File: src/sv/sdse_pkg.sv
// ----------------------------------------------------------------------------
// sdse_pkg: shared types and constants
// Payload structs, configuration struct, controller command/status and the
// saturation helper for the smoothed-derivative sensor expander.
// ----------------------------------------------------------------------------
`default_nettype none

package sdse_pkg;

  localparam int CfgIdxW  = 3;
  localparam int CfgDataW = 16;

  localparam logic [CfgIdxW-1:0] CFG_USE_IDENTITY = 3'd0;
  localparam logic [CfgIdxW-1:0] CFG_USE_FIRST    = 3'd1;
  localparam logic [CfgIdxW-1:0] CFG_USE_SECOND   = 3'd2;
  localparam logic [CfgIdxW-1:0] CFG_SMOOTHING    = 3'd3;
  localparam logic [CfgIdxW-1:0] CFG_DERIV_SCALE  = 3'd4;

  localparam logic [15:0] SMOOTHING_RESET = 16'd6554;
  localparam logic [15:0] SCALE_RESET     = 16'd256;

  typedef struct packed {
    logic [5:0]         channel;
    logic signed [15:0] sample;
    logic signed [15:0] noise_value;
  } in_t;

  typedef struct packed {
    logic [5:0]         out_channel;
    logic signed [23:0] raw_out;
    logic signed [23:0] first_out;
    logic signed [23:0] second_out;
  } out_t;

  typedef struct packed {
    logic        use_identity;
    logic        use_first_derivative;
    logic        use_second_derivative;
    logic [15:0] smoothing_factor;
    logic [15:0] derivative_scale;
  } cfg_t;

  // operand pair for the shared multiplier
  typedef enum logic [1:0] {
    MUL_EPS = 2'd0,   // eps * (sample - s1)
    MUL_SQ  = 2'd1,   // scale * scale
    MUL_D1  = 2'd2,   // scale * (s0 - s1)
    MUL_D2  = 2'd3    // scale^2 * (s0 - 2*s1 + s2)
  } mul_sel_e;

  typedef struct packed {
    logic     clr;
    logic     load_in;
    logic     mul_en;
    mul_sel_e mul_sel;
    logic     load_s0;
    logic     load_sc2;
    logic     load_d1;
    logic     hist_we;
    logic     load_out;
  } ctrl_cmd_t;

  typedef struct packed {
    logic clr_last;
  } dp_status_t;

  function automatic logic signed [23:0] sat24(input logic signed [35:0] v);
    logic signed [23:0] r;
    if (v > 36'sd8388607) begin
      r = 24'sh7FFFFF;
    end else if (v < -36'sd8388608) begin
      r = 24'sh800000;
    end else begin
      r = v[23:0];
    end
    return r;
  endfunction

endpackage

`default_nettype wire

File: src/sv/sdse_ctrl.sv
// ----------------------------------------------------------------------------
// sdse_ctrl: sequencing state machine
// Runs the history clear sweep, takes one input beat at a time, runs the
// shared multiplier's four products with a derivative on, hands off to output.
// ----------------------------------------------------------------------------
`default_nettype none

module sdse_ctrl (
  input  wire logic                  clk_i,
  input  wire logic                  rst_ni,
  input  sdse_pkg::cfg_t             cfg_i,
  input  wire logic                  in_valid_i,
  output logic                       in_stall_o,
  output logic                       out_valid_o,
  input  wire logic                  out_stall_i,
  input  sdse_pkg::dp_status_t       status_i,
  output sdse_pkg::ctrl_cmd_t        cmd_o
);
  import sdse_pkg::*;

  typedef enum logic [6:0] {
    ST_CLEAR = 7'b0000001,
    ST_IDLE  = 7'b0000010,
    ST_EPS   = 7'b0000100,
    ST_SQ    = 7'b0001000,
    ST_D1    = 7'b0010000,
    ST_D2    = 7'b0100000,
    ST_OUT   = 7'b1000000
  } state_e;

  state_e state_q, state_d;
  logic   out_valid_q, out_valid_d;
  logic   accept;
  logic   out_free;
  logic   deriv_on;

  assign deriv_on   = cfg_i.use_first_derivative | cfg_i.use_second_derivative;
  assign in_stall_o = (state_q != ST_IDLE);
  assign accept     = in_valid_i & ~in_stall_o;
  assign out_free   = ~out_valid_q | ~out_stall_i;

  always_comb begin
    state_d = state_q;
    cmd_o   = '0;
    cmd_o.mul_sel = MUL_EPS;
    case (state_q)
      ST_CLEAR: begin
        cmd_o.clr = 1'b1;
        if (status_i.clr_last) state_d = ST_IDLE;
      end
      ST_IDLE: begin
        if (accept) begin
          cmd_o.load_in = 1'b1;
          state_d = deriv_on ? ST_EPS : ST_OUT;
        end
      end
      ST_EPS: begin
        cmd_o.mul_en  = 1'b1;
        cmd_o.mul_sel = MUL_EPS;
        state_d = ST_SQ;
      end
      ST_SQ: begin
        cmd_o.mul_en  = 1'b1;
        cmd_o.mul_sel = MUL_SQ;
        cmd_o.load_s0 = 1'b1;
        state_d = ST_D1;
      end
      ST_D1: begin
        cmd_o.mul_en   = 1'b1;
        cmd_o.mul_sel  = MUL_D1;
        cmd_o.load_sc2 = 1'b1;
        state_d = ST_D2;
      end
      ST_D2: begin
        cmd_o.mul_en  = 1'b1;
        cmd_o.mul_sel = MUL_D2;
        cmd_o.load_d1 = 1'b1;
        cmd_o.hist_we = 1'b1;
        state_d = ST_OUT;
      end
      ST_OUT: begin
        // hold here until the output register can take the beat
        if (out_free) begin
          cmd_o.load_out = 1'b1;
          state_d = ST_IDLE;
        end
      end
      default: state_d = ST_IDLE;
    endcase
  end

  always_comb begin
    out_valid_d = out_valid_q;
    if (cmd_o.load_out) begin
      out_valid_d = 1'b1;
    end else if (out_valid_q && !out_stall_i) begin
      out_valid_d = 1'b0;
    end
  end

  always_ff @(posedge clk_i or negedge rst_ni) begin
    if (!rst_ni) begin
      state_q     <= ST_CLEAR;
      out_valid_q <= 1'b0;
    end else begin
      state_q     <= state_d;
      out_valid_q <= out_valid_d;
    end
  end

  assign out_valid_o = out_valid_q;

  a_no_overwrite: assert property (@(posedge clk_i) disable iff (!rst_ni)
    cmd_o.load_out |-> !(out_valid_q && out_stall_i))
    else $error("result loaded over a pending beat");

  a_one_at_a_time: assert property (@(posedge clk_i) disable iff (!rst_ni)
    accept |=> in_stall_o)
    else $error("input taken while an item is in flight");

  a_out_from_out_state: assert property (@(posedge clk_i) disable iff (!rst_ni)
    $rose(out_valid_q) |-> $past(state_q == ST_OUT))
    else $error("output valid raised outside output step");

endmodule

`default_nettype wire

File: config.mk
export PLATFORM = sky130hd
export DESIGN_NAME = sdse_ctrl
export DESIGN_NICKNAME = d
export VERILOG_FILES = /design/src/sv/sdse_pkg.sv /design/src/sv/sdse_ctrl.sv
export SDC_FILE = /design/constraint.sdc
export NUM_CORES = 1
export LEC_CHECK = 0
export BUFFER_PORTS_ARGS = -buffer_cell sky130_fd_sc_hd__clkbuf_2
export CORE_UTILIZATION = 32
export DETAILED_ROUTE_END_ITERATION = 12
export PLACE_DENSITY_LB_ADDON = 0.15
export SLEW_MARGIN = 30
export SYNTH_ARGS = -nofsm -noshare
export SYNTH_HDL_FRONTEND = slang
export SYNTH_SLANG_ARGS = --single-unit
File: constraint.sdc
create_clock -name clk_i -period 1.9 [get_ports clk_i]
set_clock_uncertainty 0.2 [all_clocks]
set_input_delay 0.19 -clock clk_i [delete_from_list [all_inputs] [get_ports clk_i]]
set_output_delay 0.19 -clock clk_i [all_outputs]
set_load 0.01 [all_outputs]
==> flow_summary.yaml, run 1 <==
outcome:
  status: "finished with violations"
  violations: "setup timing"
grt:
  globalRoute.totalOverflow: 0
  grtUsageTotal_pct: 15.2
  antenna_found_initial: 0
  grt_pass1_vias: 392
  grt_max_degree: 9
  grt_pass1_wl_mm: 1.60
cts:
  clk_latency_ps: 250
  cts_buffers: 3
  tritoncts: "yes"
  h-tree-depth: 1
  clockBufferDepth: 2
  cts.clk_slew.worst_paths_ps: 60
  cts_sinks: 8
  cts-root-buf: "clkbuf_4"
detailed_routing:
  antenna_left: 0
  drc: 0
  drtIter0Drc: 4
  wire_per_inst_um: 11.0
  dr.pass1.iters: 2
  routed_via_density: 4.77
  wl_mm: 1.04
  vias: 453
pwr:
  power_uw: 812
  cellPowerDensity_nw_per_um2: 1120
  leakage_uw: 0.000370
  peakVddDrop_mv: 0.540
timing:
  fmax_mhz: 520
  max-slew-margin-rel_pct: 75.7
  grt_setup_unrepaired: "true"
  drv_slew: 0
  fin_ws_ps: -24.1
  finalSetupViolCount: 1
  min_period_ps: 1920
  hold_viol: 0
  worst_pin_slew_ps: 362
  post-route-period-util_pct: 101
setup_path:
  cp-end-kind: "output port"
  worst_ep_required_time_ps: 1510
  cp_max_fo: 3
  worst_path_max_delay_cell: "dfrtp_2"
  worst_setup_path_start_kind: "flip-flop"
  critPathMaxStageDelay_ps: 430
  crit_chain: "nor4_4 -> buf_4 -> and3_4 -> buf_6"
  crit_arrival_ps: 1530
  r2r-start: "state_q[2]"
  criticalPathCategory: "reg -> out"
  crit_start: "state_q[2]"
cells_and_area:
  nets: 121
  drive_above_1_share_pct: 51.2
  area_growth_pct: 54.1
  antennaDiodeCount: 0
floorplan:
  rows: 13
  initial_utilization_pct: 35.4
  io_pins: 52
  die_h_um: 40.4
  die_area_um2: 1630
  coreArea_um2: 1330
  die_x_um: 40.4
synth:
  yosys_warnings: 0
  seq_area_frac_synth_pct: 42.7
  syn_area_per_cell_um2: 9.43
  syn_inst: 50
  ys_ff_latch: 8
  synth_cell_types: 25
  syn_nets: 90
  synth_area_um2: 472
placed_design:
  post-place-ws_ps: 189
  hpwl_um: 746
  io_buffers: 18
  place_congestion: 0.796
min_path:
  hold_path_class: "in -> reg"
  hp-start: "status_i"
run:
  maxCapViolations: 0
[worst max-delay path: cells and delay by family (launching register included)]
kind,cells,cell delay [ps]
AND/OR/NAND/NOR,2,580
flip-flops,1,430
buffers and inverters,2,270
[layer usage]
layer	share of wire, %	routed length (um)	GRT usage (%)
met1	51	531	21.0
met2	44	462	23.4
met3	4.9	51	3.33
met4	0	0	5.00
met5	0	0	0
[logic make-up after synthesis]
family / Yosys count / synth area share (%)
buffers and inverters: 6 / 7.16
DFF: 8 / 42.7
xor gates and xnor gates: 1 / 1.86
AOI/OAI and AO/OA: 9 / 13.5
and+or+nand+nor: 26 / 34.7
[report_power, final]
group / switching (uW) / total, uW / leakage, uW / internal (uW)
registers: 48.1 / 254 / 0.000100 / 206
logic: 216 / 421 / 0.000254 / 205
clock network: 56.9 / 137 / 0.0000150 / 80.3
[final cells by class]
type                            instances  area [um^2]
Fill cell                             132          607
Multi-Input combinational cell         36          272
Sequential cell                         8          204
Timing Repair Buffer                   29          195
Clock buffer                            4         26.3
Tap cell                               15         18.8
Inverter                                3         11.3
[per-stage QoR]
stage	setup TNS (ps)	utilization [%]	hold WS [ps]	cells	instance area [um^2]
6_report	-24.1	54.5	22.1	95	727
5_1_grt	-379	54.5	43.8	95	727
4_1_cts	-40.4	50.3	21.7	91	671
3_5_place_dp	0	42.4	-155	81	566
3_3_place_gp	0	42.4	-156	81	566
2_1_floorplan	0	-	-306	50	472
[sequential cells by signal, summed over array words and instances (netlist names)]
name and cells:
state_q 7, out_valid_o 1
[placed cells by master, fill, tap and decap left out, drive strengths merged]
cell | netlist | final
dlygate4sd3 | 0 | 4
dfrtp | 7 | 7
o22ai | 2 | 2
nor2 | 9 | 9
nor3 | 1 | 1
and3 | 2 | 2
a31oi | 1 | 1
a21oi | 1 | 1
nand3b | 2 | 2
o21a | 1 | 1
o21ai | 2 | 2
o31a | 1 | 1
nor4 | 1 | 1
o211ai | 1 | 1
clkbuf | 0 | 18
nand3 | 2 | 2
nand2 | 4 | 4
xor2 | 1 | 1
dfstp | 1 | 1
inv | 3 | 3
or3 | 1 | 1
nor3b | 2 | 2
buf | 3 | 11
nand4b | 2 | 2
[cell usage after synthesis]
| library cell | instances | area share [%] |
|---|---|---|
| o21ai_0 | 1 | 1.1 |
| a31oi_1 | 1 | 1.3 |
| buf_4 | 3 | 4.8 |
| dfrtp_1 | 7 | 37 |
| xor2_1 | 1 | 1.9 |
| nor2_1 | 9 | 7.2 |
| nand3b_1 | 2 | 3.2 |
| a21oi_1 | 1 | 1.1 |
| and3_1 | 2 | 2.7 |
| o22ai_2 | 1 | 2.7 |
| nor4_4 | 1 | 4.5 |
| o21ai_1 | 1 | 1.1 |
| nand3_4 | 1 | 3.7 |
| o211ai_1 | 1 | 1.6 |
| o22ai_1 | 1 | 1.3 |
| inv_1 | 3 | 2.4 |
| nor3b_1 | 2 | 3.2 |
| o31a_1 | 1 | 1.9 |
| or3_1 | 1 | 1.3 |
| dfstp_2 | 1 | 5.6 |
| nand2_1 | 4 | 3.2 |
| nand3_1 | 1 | 1.1 |
| o21a_1 | 1 | 1.6 |
| nor3_1 | 1 | 1.1 |
| nand4b_1 | 2 | 3.7 |
[path summary, 6_finish.rpt]
check,endpoint,slack (ps),depth (start not counted)
max,cmd_o[9],-20,4
min,state_q[0],20,3
max reg2reg,state_q[6],110,5
min reg2reg,out_valid_o,380,2
max in group asynchronous,state_q[0],1130,2
min in group asynchronous,state_q[3],120,2
[what timing repair did]
action,4_1_cts,5_1_grt
buffers inserted,2,4
pin swaps,2,5
endpoints found under the hold margin,10,0
hold buffers,4,0
setup endpoints to repair,3,8
gates resized for setup,6,10
Power figures use the tool's default switching activity.
==> inputs of run 2 (changes only) <==
--- a/config.mk
+++ b/config.mk
@@ -6,9 +6,11 @@
 export NUM_CORES = 1
 export LEC_CHECK = 0
 export BUFFER_PORTS_ARGS = -buffer_cell sky130_fd_sc_hd__clkbuf_2
+export CAP_MARGIN = 30
 export CORE_UTILIZATION = 32
 export DETAILED_ROUTE_END_ITERATION = 12
 export PLACE_DENSITY_LB_ADDON = 0.15
+export RECOVER_POWER = 100
 export SLEW_MARGIN = 30
 export SYNTH_ARGS = -nofsm -noshare
 export SYNTH_HDL_FRONTEND = slang
==> run 2 against run 1 <==
The flow still finishes with violations (setup timing). Routed wire length did not move. Sequential power hardly changed. Flip-flop and latch count unchanged. Via count unchanged. Sequential share of layout area is 0.097 points higher. Worst hold slack unchanged. Critical endpoint unchanged.
==> flow_summary.yaml, run 2 (synthesis gave the netlist of run 1 again) <==
outcome:
  status: "finished with violations"
  violations: "setup timing"
setup_path:
  worst_path_max_delay_cell: "dfrtp_2"
  worstRegToRegCells: 5
  crit_chain: "nor4_4 -> buf_4 -> and3_4 -> buf_6"
  cp-end-kind: "output port"
  critPathMaxStageDelay_ps: 430
  r2r-start: "state_q[2]"
  worst_ep_required_time_ps: 1510
  r2r-end: "state_q[6]"
  worst_setup_path_start_kind: "flip-flop"
  criticalPathCategory: "reg -> out"
  cp_max_fo: 3
  cp.buffers_inverters: 2
  crit_arrival_ps: 1530
  critPathTopFamily: "simple AND/OR/NAND/NOR gates"
  rrSetupSlack_ps: 110
placed_design:
  post-place-ws_ps: 189
  place_congestion: 0.796
  io_buffers: 18
  hpwl_um: 746
timing:
  min_period_ps: 1920
  drv_slew: 0
  finalSetupViolCount: 1
  hold_viol: 0
  tns_ps: -24.1
  max-slew-margin-rel_pct: 70.5
  post-route-period-util_pct: 101
  fmax_mhz: 520
  worst_pin_slew_ps: 443
  fin_ws_ps: -24.1
  grt_setup_unrepaired: "true"
pwr:
  p_clk_share_pct: 16.9
  power_frac_seq_pct: 31.3
  combPwrFrac_pct: 51.8
  power_uw: 810
  leakage_uw: 0.000363
  power.switching_uw: 321
  peakVddDrop_mv: 0.540
  cellPowerDensity_nw_per_um2: 1120
  switching_share_pct: 39.6
  intPower_uw: 489
cts:
  cts_buffers: 3
  clockBufferDepth: 2
  cts-root-buf: "clkbuf_4"
  h-tree-depth: 1
  cts_sinks: 8
  clk_latency_ps: 250
  tritoncts: "yes"
  cts.clk_slew.worst_paths_ps: 60
floorplan:
  initial_utilization_pct: 35.4
  die_area_um2: 1630
  die_h_um: 40.4
  coreArea_um2: 1330
  io_pins: 52
  die_x_um: 40.4
  rows: 13
cells_and_area:
  area_growth_pct: 53.6
  nets: 121
  most-common-layout-cells: "12 x clkbuf_2, 7 x nor2_1, 7 x buf_4"
  utilization_pct: 54.3
  drive_above_1_share_pct: 48.8
  top_register: "state_q"
  mostFrequentLayoutCell: "clkbuf_2"
  antennaDiodeCount: 0
  largest_reg_flops: 7
grt:
  grt_max_degree: 9
  grtUsageTotal_pct: 15.2
  grt_pass1_vias: 392
  antenna_found_initial: 0
  globalRoute.totalOverflow: 0
  grt_pass1_wl_mm: 1.60
detailed_routing:
  wl_mm: 1.04
  drtIter0Drc: 4
  dr.pass1.iters: 2
  antenna_left: 0
  wire_per_inst_um: 11.0
  vias: 453
  routed_via_density: 4.77
  drc: 0
min_path:
  min_path_cells: 3
  hp-start: "status_i"
  whs_endpoint: "state_q[0]"
  hold_path_class: "in -> reg"
run:
  maxCapViolations: 0
-- run 2: cell counts in the layout (fill, tap and decap cells not counted) --
Identical to the previous run, type by type.
-- run 2: power by group through the flow --
stage,Combinational [uW],Sequential (uW),Clock [uW]
2_1_floorplan,228,248,0
3_3_place_gp,309,253,0
3_5_place_dp,312,252,0
4_1_cts,359,250,141
5_1_grt,460,262,154
6_report,419,254,137
-- run 2: cell type report --
| class | instances | area, um^2 |
|---|---|---|
| Inverter | 3 | 11.3 |
| Tap cell | 15 | 18.8 |
| Fill cell | 134 | 609 |
| Sequential cell | 8 | 204 |
| Timing Repair Buffer | 29 | 193 |
| Clock buffer | 4 | 26.3 |
| Multi-Input combinational cell | 36 | 272 |
-- run 2: tightest hold or removal path, delay by kind of cell --
kind / cells / cell delay [ps]
buf+inv: 2 / 120
simple gates: 1 / 150
-- run 2: what timing repair did --
| action | CTS | global route |
|---|---|---|
| setup buffers | 2 | 4 |
| gates cloned | 0 | 0 |
| hold endpoints to repair | 10 | 0 |
| gates resized for setup | 6 | 10 |
| pin swaps | 2 | 5 |
| hold buffers | 4 | 0 |
| endpoints found under the setup margin | 3 | 8 |
-- run 2: worst max-delay path by stage --
stage	startpoint	to	slack [ps]	depth (start not counted)
after global placement	state_q[3]	cmd_o[0]	190	4
after floorplan	state_q[3]	cmd_o[0]	270	4
after global routing	state_q[2]	cmd_o[9]	-90	4
final	state_q[2]	cmd_o[9]	-20	4
after detailed placement	state_q[3]	cmd_o[0]	190	4
after CTS	state_q[5]	cmd_o[9]	-30	4
-- run 2: per-stage QoR --
| stage | instance area [um^2] | instances | hold WS [ps] |
|---|---|---|---|
| finish | 724 | 95 | 22.1 |
| global route | 724 | 95 | 43.8 |
| CTS | 671 | 91 | 21.7 |
| detailed placement | 566 | 81 | -155 |
| global placement | 566 | 81 | -156 |
| floorplan | 472 | 50 | -306 |
-- run 2: layer usage --
| layer | wire length (um) | vias up | global-route usage, % |
|---|---|---|---|
| li1 | - | 237 | - |
| met1 | 531 | 203 | 21.0 |
| met2 | 462 | 13 | 23.4 |
| met3 | 51 | 0 | 3.33 |
| met4 | 0 | 0 | 5.00 |
| met5 | 0 | - | 0 |
==> inputs of run 3 (changes only) <==
--- a/config.mk
+++ b/config.mk
@@ -7,6 +7,7 @@
 export LEC_CHECK = 0
 export BUFFER_PORTS_ARGS = -buffer_cell sky130_fd_sc_hd__clkbuf_2
 export CAP_MARGIN = 30
+export CORE_MARGIN = 4
 export CORE_UTILIZATION = 32
 export DETAILED_ROUTE_END_ITERATION = 12
 export PLACE_DENSITY_LB_ADDON = 0.15
==> run 3 against run 2 <==
The run ends with hold timing, setup timing left. Sequential power about the same. Cell area fell by 7.1%. Flip-flop and latch count did not move. Clock power rose by 5%. Die area up 32%. Global-route usage down 3.2 points. Register-to-register slack gained 110 ps. Sequential share of layout area grew 2.0 points. Worst hold slack got worse by 24 ps.
==> flow_summary.yaml, run 3 (synthesis gave the netlist of run 1 again) <==
grt:
  grt_max_degree: 9
  grt_pass1_wl_mm: 1.75
  globalRoute.totalOverflow: 0
  grtUsageTotal_pct: 12.1
  antenna_found_initial: 0
  grt_pass1_vias: 402
setup_path:
  r2r-start: "state_q[5]"
  rrSetupSlack_ps: 220
  worst_path_max_delay_cell: "or3_1"
  critPathMaxStageDelay_ps: 500
  crit_start: "state_q[6]"
  worstSetupEndpoint: "cmd_o[5]"
  worstRegToRegCells: 5
  crit_arrival_ps: 1540
  cp-end-kind: "output port"
  criticalPathCategory: "reg -> out"
  crit_chain: "or3_1 -> o21ai_0 -> clkbuf_2"
  worst_setup_path_start_kind: "flip-flop"
  r2r-end: "state_q[6]"
  cp_max_fo: 5
  worst_ep_required_time_ps: 1510
run:
  maxCapViolations: 0
detailed_routing:
  antenna_left: 0
  met2_wirelength_um: 486
  dr.pass1.iters: 4
  wire_per_inst_um: 12.5
  vias: 457
  highest_layer: "met4"
  drc: 0
  wl_mm: 1.13
  wl_met1_um: 543
  route.met3.wl_um: 78
  drtIter0Drc: 5
  routed_via_density: 5.02
timing:
  fin_ws_ps: -26.1
  fmax_mhz: 519
  min_period_ps: 1930
  holdWs_ps: -1.54
  worst_pin_slew_ps: 451
  tns_ps: -53.5
  post-route-period-util_pct: 101
  grt_setup_unrepaired: "true"
  hold_viol: 1
  drv_slew: 0
  finalSetupViolCount: 4
  max-slew-margin-rel_pct: 69.9
min_path:
  hp-start: "status_i"
  hold_path_class: "in -> reg"
cts:
  clockBufferDepth: 2
  cts.clk_slew.worst_paths_ps: 60
  cts_sinks: 8
  h-tree-depth: 1
  cts_buffers: 3
  tritoncts: "yes"
  cts-root-buf: "clkbuf_4"
  clk_latency_ps: 260
outcome:
  status: "finished with violations"
  violations: "hold timing, setup timing"
floorplan:
  die_x_um: 46.4
  coreArea_um2: 1350
  initial_utilization_pct: 34.9
  io_pins: 52
  die_h_um: 46.4
  rows: 13
  die_area_um2: 2150
pwr:
  cellPowerDensity_nw_per_um2: 1150
  power_uw: 774
  leakage_uw: 0.000339
  peakVddDrop_mv: 0.527
cells_and_area:
  final_cells: 91
  drive_above_1_share_pct: 36.8
  top_register: "state_q"
  area_growth_pct: 42.7
  most-common-layout-cells: "11 x clkbuf_2, 8 x nor2_1, 6 x dfrtp_1"
  regArea_um2: 203
  nets: 117
  num-fill-cells: 136
  mostFrequentLayoutCell: "clkbuf_2"
  largest_reg_flops: 7
  antennaDiodeCount: 0
  multi_input_area_um2: 259
placed_design:
  post-place-ws_ps: 210
  hpwl_um: 805
  io_buffers: 18
  dpl.cell_count: 81
  place_congestion: 0.730
-- run 3: cell types whose count changed in the layout (fill, tap and decap cells not counted), sizes merged --
cell	before	now
buf	11	7
-- run 3: worst min path at each step --
stage	endpoint	slack, ps	cells past startpoint
after detailed placement	state_q[2]	-150	1
after CTS	state_q[0]	5	3
final	state_q[0]	-2	3
after floorplan	out_valid_o	-310	0
after global routing	state_q[0]	30	3
after global placement	state_q[4]	-150	1
-- run 3: area by class of cell --
type,instances,share of cell area [%]
Sequential cell,8,30.1
Inverter,3,1.67
Clock buffer,4,3.90
Multi-Input combinational cell,36,38.5
Timing Repair Buffer,25,23.0
Tap cell,15,2.79
-- run 3: routing by layer --
| metal | track usage, % | up-vias |
|---|---|---|
| li1 | - | 226 |
| met1 | 15.7 | 214 |
| met3 | 3.52 | 3 |
| met4 | 8.52 | 0 |
| met5 | 0 | - |
| met2 | 16.8 | 14 |
-- run 3: worst max-delay path: cells and delay by family (launching register included) --
kind / cells / cell delay, ps
flops: 1 / 420
simple gates: 1 / 500
buf+inv: 1 / 160
compound gates: 1 / 210
-- run 3: timing repair --
| item | 4_1_cts | 5_1_grt |
|---|---|---|
| pin swaps | 1 | 1 |
| gates resized for setup | 5 | 6 |
| endpoints found under the hold margin | 10 | 0 |
| setup endpoints to repair | 3 | 9 |
| hold buffers | 4 | 0 |
| setup buffers | 1 | 1 |
-- run 3: power by group --
group          leakage (uW)  switching [uW]  internal [uW]  total [uW]
Clock             0.0000150            63.0           80.7         144
Combinational      0.000222             210            169         379
Sequential         0.000102            47.0            204         251
Total              0.000339             320            454         774
-- run 3: stage by stage --
step	hold slack [ps]	util, %	cell area [um^2]
after detailed placement	-149	41.9	566
after CTS	5.19	48.8	659
after floorplan	-306	-	472
after global routing	34.7	49.9	673
after global placement	-148	41.9	566
final	-1.54	49.9	673
